$ cat src/design/prast_pkg.sv
// Shared constants for the perturbed Rastrigin evaluator.
package prast_pkg;
	localparam int FRAC_BITS = 12;
	localparam int SIN_LAT = 5;
	localparam logic [14:0] Q14_ONE = 15'd16384;
	localparam logic [14:0] POLY_A = 15'd25736;
	localparam logic [13:0] POLY_B = 14'd10512;
	localparam logic [10:0] POLY_C = 11'd1160;
	localparam logic [11:0] QTURN = 12'd1024;
	localparam longint TWENTY_PI_Q14 = 1029437;
	localparam longint PI_Q14 = 51472;
	localparam longint TEN_Q14 = 163840;
	// ceil(2^24 / 5), exact for dividends below 2^22.
	localparam logic [21:0] RECIP5 = 22'd3355444;
	localparam int GRAD_MAX = 926000;
endpackage

$ cat src/design/prast_sine.sv
// Five-stage fixed-point sine cell: phase in turns to a Q14 sine.
module prast_sine (
	input  logic               clk,
	input  logic               en,
	input  logic [11:0]        phase,
	output logic signed [15:0] sin_val
);
	import prast_pkg::*;

	logic [14:0] t_raw, t_sel;
	logic        neg_s1, neg_s2, neg_s3, neg_s4;
	logic [14:0] t_s1, t_s2, t_s3, t_s4;
	logic [14:0] t2_s2, t2_s3;
	logic [13:0] in1_s3, m_s4;
	logic [29:0] sq, mp, sp;
	logic [25:0] cp;
	logic [15:0] s_abs, s_clip;

	assign t_raw = {1'b0, phase[9:0], 4'b0000};
	assign t_sel = phase[10] ? (Q14_ONE - t_raw) : t_raw;
	assign sq = 30'(t_s1) * 30'(t_s1);
	assign cp = 26'(POLY_C) * 26'(t2_s2);
	assign mp = 30'(t2_s3) * 30'(in1_s3);
	assign sp = 30'(t_s4) * 30'(POLY_A - 15'(m_s4));
	assign s_abs = 16'(sp >> 14);
	assign s_clip = (s_abs > 16'(Q14_ONE)) ? 16'(Q14_ONE) : s_abs;

	always_ff @(posedge clk) begin
		if (en) begin
			t_s1 <= t_sel;
			neg_s1 <= phase[11];
			t2_s2 <= 15'(sq >> 14);
			t_s2 <= t_s1;
			neg_s2 <= neg_s1;
			in1_s3 <= POLY_B - 14'(cp >> 14);
			t2_s3 <= t2_s2;
			t_s3 <= t_s2;
			neg_s3 <= neg_s2;
			m_s4 <= 14'(mp >> 14);
			t_s4 <= t_s3;
			neg_s4 <= neg_s3;
			sin_val <= neg_s4 ? -$signed(s_clip) : $signed(s_clip);
		end
	end
endmodule

$ cat config.mk
export PLATFORM = sky130hd
export DESIGN_NAME = prast_sine
export DESIGN_NICKNAME = d
export VERILOG_FILES = /design/src/design/prast_pkg.sv /design/src/design/prast_sine.sv
export SDC_FILE = /design/constraint.sdc
export NUM_CORES = 1
export LEC_CHECK = 0
export ABC_AREA = 0
export BUFFER_PORTS_ARGS = -buffer_cell sky130_fd_sc_hd__buf_2
export CAP_MARGIN = 10
export CORE_ASPECT_RATIO = 1.5
export CORE_MARGIN = 4
export CORE_UTILIZATION = 50
export CTS_BUF_LIST = sky130_fd_sc_hd__clkbuf_8
export DETAILED_ROUTE_END_ITERATION = 12
export PLACE_DENSITY = 0.65
export SETUP_SLACK_MARGIN = 0.02
export SLEW_MARGIN = 10
export SYNTH_ARGS = -nofsm -noshare
export SYNTH_HDL_FRONTEND = slang
export SYNTH_SLANG_ARGS = --single-unit
$ cat constraint.sdc
create_clock -name clk -period 9.67 [get_ports clk]
set_clock_uncertainty 0.1 [all_clocks]
set_input_delay 1.4505 -clock clk [delete_from_list [all_inputs] [get_ports clk]]
set_output_delay 1.4505 -clock clk [all_outputs]
set_load 0.02 [all_outputs]
======== Word level (Yosys, flattened, before mapping) ========
Index checks and enable logic that the tools add are counted.
storage, ports and cells
  bits of input ports ..................... 14
  output and inout bits ................... 16
  register bits after elaboration ......... 138
  word-level logic and storage cells ...... 26
cells by class
  mux-type cells .......................... 3
  $mul .................................... 4
  $lt $le $gt $ge ......................... 1
  add/sub/neg operators ................... 4
operators with widths
  cell                                                             number
  2-to-1 mux 16 bit                                                2
  multiplier 16 x 16 -> 30 bit                                     1
  multiplier 15 x 15 -> 29 bit                                     1
  multiplier 15 x 14 -> 28 bit                                     1
  multiplier 8 x 15 -> 23 bit, first input constant                1
  greater-than comparator 16 x 15 -> 1 bit, second input constant  1
  negator 16 bit                                                   1
  subtractor 15 x 14 -> 16 bit, first input constant               1
  subtractor 15 x 14 -> 15 bit, first input constant               1
  2-to-1 mux 14 bit                                                1
  subtractor 14 x 12 -> 14 bit, first input constant               1

======== Logic depth before layout (Yosys ltp) ========
  word-level depth ........................ 6
  gate-level depth with buffers ........... 37
  mapped depth without buffers ............ 34

======== Worst setup path after synthesis ========
OpenSTA, ideal clock, no wires.
  kind .................................... reg-to-reg
  start ................................... reg m_s4[0]
  end ..................................... reg sin_val[12], data pin
  slack ................................... 0.928 ns
  path buffers ............................ 3
  stages on the path, launching flop included .. 34
  arrival ................................. 8.498 ns
  clock period less this slack ............ 8.742 ns
  required time ........................... 9.425 ns
  cells stage by stage .................... edfxtp_1 > clkbuf_1 > inv_1 > ha_1 > a21boi_0 > o41ai_1 > nand2_1 > and2_1 > nor2_1 > xnor2_1 > clkbuf_1 > nand2_1 > fa_1 > fa_1 > fa_1 > inv_1 > fa_1 > fa_1 > fa_1 > ha_1 > and2_1 > a21o_1 > a211oi_2 > a211oi_1 > or4_1 > o2bb2ai_2 > o31ai_4 > o211ai_2 > buf_2 > nand2b_1 > ha_1 > and2_1 > mux2_1 > o21ai_1
between the ends
  cells in the longest elaborated chain, start to end .. 6
ends and longest elaborated chain
  what                                      line              source
  start, declared                           prast_sine.sv:14  logic [13:0] in1_s3, m_s4;
  start signal, assigned                    prast_sine.sv:39  m_s4 <= 14'(mp >> 14);
  subtractor 15 x 14 -> 16 bit (*)          prast_sine.sv:24  assign sp = 30'(t_s4) * 30'(POLY_A - 15'(m_s4));
  multiplier 16 x 16 -> 30 bit (*)          prast_sine.sv:24
  greater-than comparator 16 x 15 -> 1 bit  prast_sine.sv:26  assign s_clip = (s_abs > 16'(Q14_ONE)) ? 16'(Q14_ONE) : s_abs;
  2-to-1 mux 16 bit (*)                     prast_sine.sv:26
  negator 16 bit                            prast_sine.sv:42  sin_val <= neg_s4 ? -$signed(s_clip) : $signed(s_clip);
  2-to-1 mux 16 bit (*)                     prast_sine.sv:42
  end signal, assigned                      prast_sine.sv:42
  end, declared                             prast_sine.sv:6   output logic signed [15:0] sin_val
Mark *: on every way between the ends. The rest lies on a longest branch, timed or not.
A chain may end at the register's enable or synchronous reset.

======== Final worst setup path ========
Same ends and word-level chain as after synthesis.

==> reports/results.txt <==
FFs w/ async S/R, synth = 0%
Row count = 94
Fin nets = 2,902
Die width = 179.5 um
Post-Syn Area = 0.02206 mm^2
Synth warnings = 0
Hold Path Depth = 0
CP top delay family = adder cells
Largest area contributor in the netlist = fa_1
Largest net degree at the start of global routing = 73
Post-CTS Hold Fix Bufs = 0
Remaining antenna violation count after routing = 0
Port buffer count = 29
Grt ovf = 0
First-pass GRT wire length = 81.31 mm
RR Endpoint = sin_val[12]$_DFFE_PP_
Reg clk slew, reported paths = 90 ps
Status = complete, no violations
Worst setup path class = flop to flop
Clock sinks = 122
Hold Path End = neg_s2$_DFFE_PP_
Worst reg2reg startpoint = m_s4[0]$_DFFE_PP_
Die Height = 265.2 um
TritonCTS Buffers = 17
Period utilisation layout = 94.35%
Starting density of the core = 50.42%
Yosys reg bits = 122
Area Overhead vs Synth = 5.037%
GPL Wtd Cong = 0.8629
CP Launch Type = flop
Final setup violation count = 0
Clock buffer depth = 2
Core box area = 0.04375 mm^2
Buf/Inv on CP = 4
H-tree depth = 4
DRC Markers = 0
CP max stage cell = xnor2_1
GRT Overall Usage = 20.77%
Synthesized net count = 2,919
Req. time, crit path = 9910 ps
Final hold vios = 0
Most frequent cells in the layout = 467 x inv_1, 337 x fa_1, 316 x ha_1, 243 x nand2_1, 228 x and2_1
RSZ-0062 raised after global routing = no
Min-delay src = neg_s1$_DFFE_PP_
DRT Pass-1 Iters = 5
Post-synth top flop = edfxtp_1
CP Capture Type = flop
Setup_tns = 0 ps
Worst-Margin Slew = 927.2 ps
Routed len/inst = 16.52 um
Max Cap Violations = 0
Sequential fraction of the synthesis area = 16.61%
Drt total wl = 46.66 mm
Mean Syn Cell Area = 9.795 um^2
DP HPWL = 37.67 mm
EDFF count, synth = 122
Fmax = 0.1096 GHz
CP Max Fanout = 13
Synth top area cells = fa_1 31%, ha_1 18%, edfxtp_1 17%
Worst R2R Setup Slack = 550 ps
CTS resizes = 0
Area post-placement = 0.02271 mm^2
Vias in the first global route = 16,980
Via count = 15,070
Crit path DAT = 9360 ps
CP max stage delay = 680 ps
Cell mode on critical path = fa_1
Die area = 0.04761 mm^2
Top-area cell type share of the netlist area = 30.58%
Relative slew slack = 38.19%
Period minus WS final = 9124 ps
TritonCTS clock tree = built
# Post-CTS Setup Buffers = 0
Antenna violations before repair = 1
Most common cell after layout, fill and taps aside = inv_1
Hold Path Class = flop to flop
Drt first-iter violations = 590
Yosys cell types = 85
Post-synthesis cell count = 2,252
Reg2Reg Depth = 29
Skew-Pair Late Insertion Delay = 480 ps
Layout cells sized above 1 = 4.804%
Via/cell ratio = 5.333
IO Count = 30
Clock root buffer = clkbuf_8
Final Cell Area = 0.02317 mm^2
Final Max Slew Viols = 0
-- how the worst max path moves through the flow --
| stage | from | end | depth (start not counted) |
|---|---|---|---|
| after detailed placement | m_s4[0]$_DFFE_PP_ | sin_val[12]$_DFFE_PP_ | 30 |
| after CTS | m_s4[0]$_DFFE_PP_ | sin_val[12]$_DFFE_PP_ | 30 |
| after global placement | m_s4[0]$_DFFE_PP_ | sin_val[12]$_DFFE_PP_ | 30 |
| after global routing | m_s4[0]$_DFFE_PP_ | sin_val[12]$_DFFE_PP_ | 29 |
| after floorplan | m_s4[0]$_DFFE_PP_ | sin_val[12]$_DFFE_PP_ | 33 |
| final | m_s4[0]$_DFFE_PP_ | sin_val[12]$_DFFE_PP_ | 29 |
-- routing by layer --
metal	share of wire, %	global-route usage [%]
met5	0	0
met2	57	40.57
met4	4.1	8.675
met1	37	22.89
met3	2.2	1.860
-- kinds of logic after synthesis --
family                   after synthesis  share of synthesized area (%)
adder cells (fa/ha/maj)              653                          48.51
AND/OR/NAND/NOR                      626                          14.67
buffers and inverters                543                          9.302
AO/OA/AOI/OAI                        203                          6.693
flip-flops                           122                          16.61
XOR/XNOR                              98                          3.891
multiplexers                           7                         0.3290
-- state kept, by name (all words and copies together), names as in the netlist --
| name | cells |
|---|---|
| t_s1 | 11 |
| neg_s3 | 1 |
| neg_s4 | 1 |
| in1_s3 | 14 |
| neg_s1 | 1 |
| t_s2 | 11 |
| sin_val | 16 |
| t_s3 | 11 |
| t2_s3 | 15 |
| t2_s2 | 15 |
| m_s4 | 14 |
| t_s4 | 11 |
| neg_s2 | 1 |
-- Yosys cell counts (22+ instances only) --
| cell | instances |
|---|---|
| and2_1 | 228 |
| nand2_1 | 243 |
| clkbuf_1 | 69 |
| ha_1 | 316 |
| nor2_1 | 48 |
| nor2b_1 | 24 |
| xor2_1 | 30 |
| a21o_1 | 22 |
| xnor2_1 | 68 |
| inv_1 | 466 |
| edfxtp_1 | 122 |
| fa_1 | 337 |
| a21oi_1 | 46 |
| o21ai_0 | 31 |
-- area by class of cell --
class	instances	area (um^2)
inverters	466	1749
repair buffers	41	237.7
fillers	4023	20580
clock buffers	17	234.0
flip-flops and latches	122	3664
diodes	1	2.502
clock inverters	15	188.9
multi-input cells	1587	16370
well taps	576	720.7
-- metrics by stage --
| step | hold slack [ps] | instances | worst slack [ps] | util (%) |
|---|---|---|---|---|
| 2_1_floorplan | 300.3 | 2252 | 927.5 | - |
| 6_report | 320.7 | 2825 | 546.4 | 52.96 |
| 5_1_grt | 330.9 | 2825 | 1.280 | 52.96 |
| 3_5_place_dp | 304.5 | 2792 | 355.3 | 51.92 |
| 4_1_cts | 317.1 | 2824 | 360.5 | 52.88 |
| 3_3_place_gp | 301.2 | 2792 | 696.9 | 51.92 |
Power is left out: the tool's default activity adds up to more than one toggle a clock period on the data nets, which glitch-free logic cannot reach.
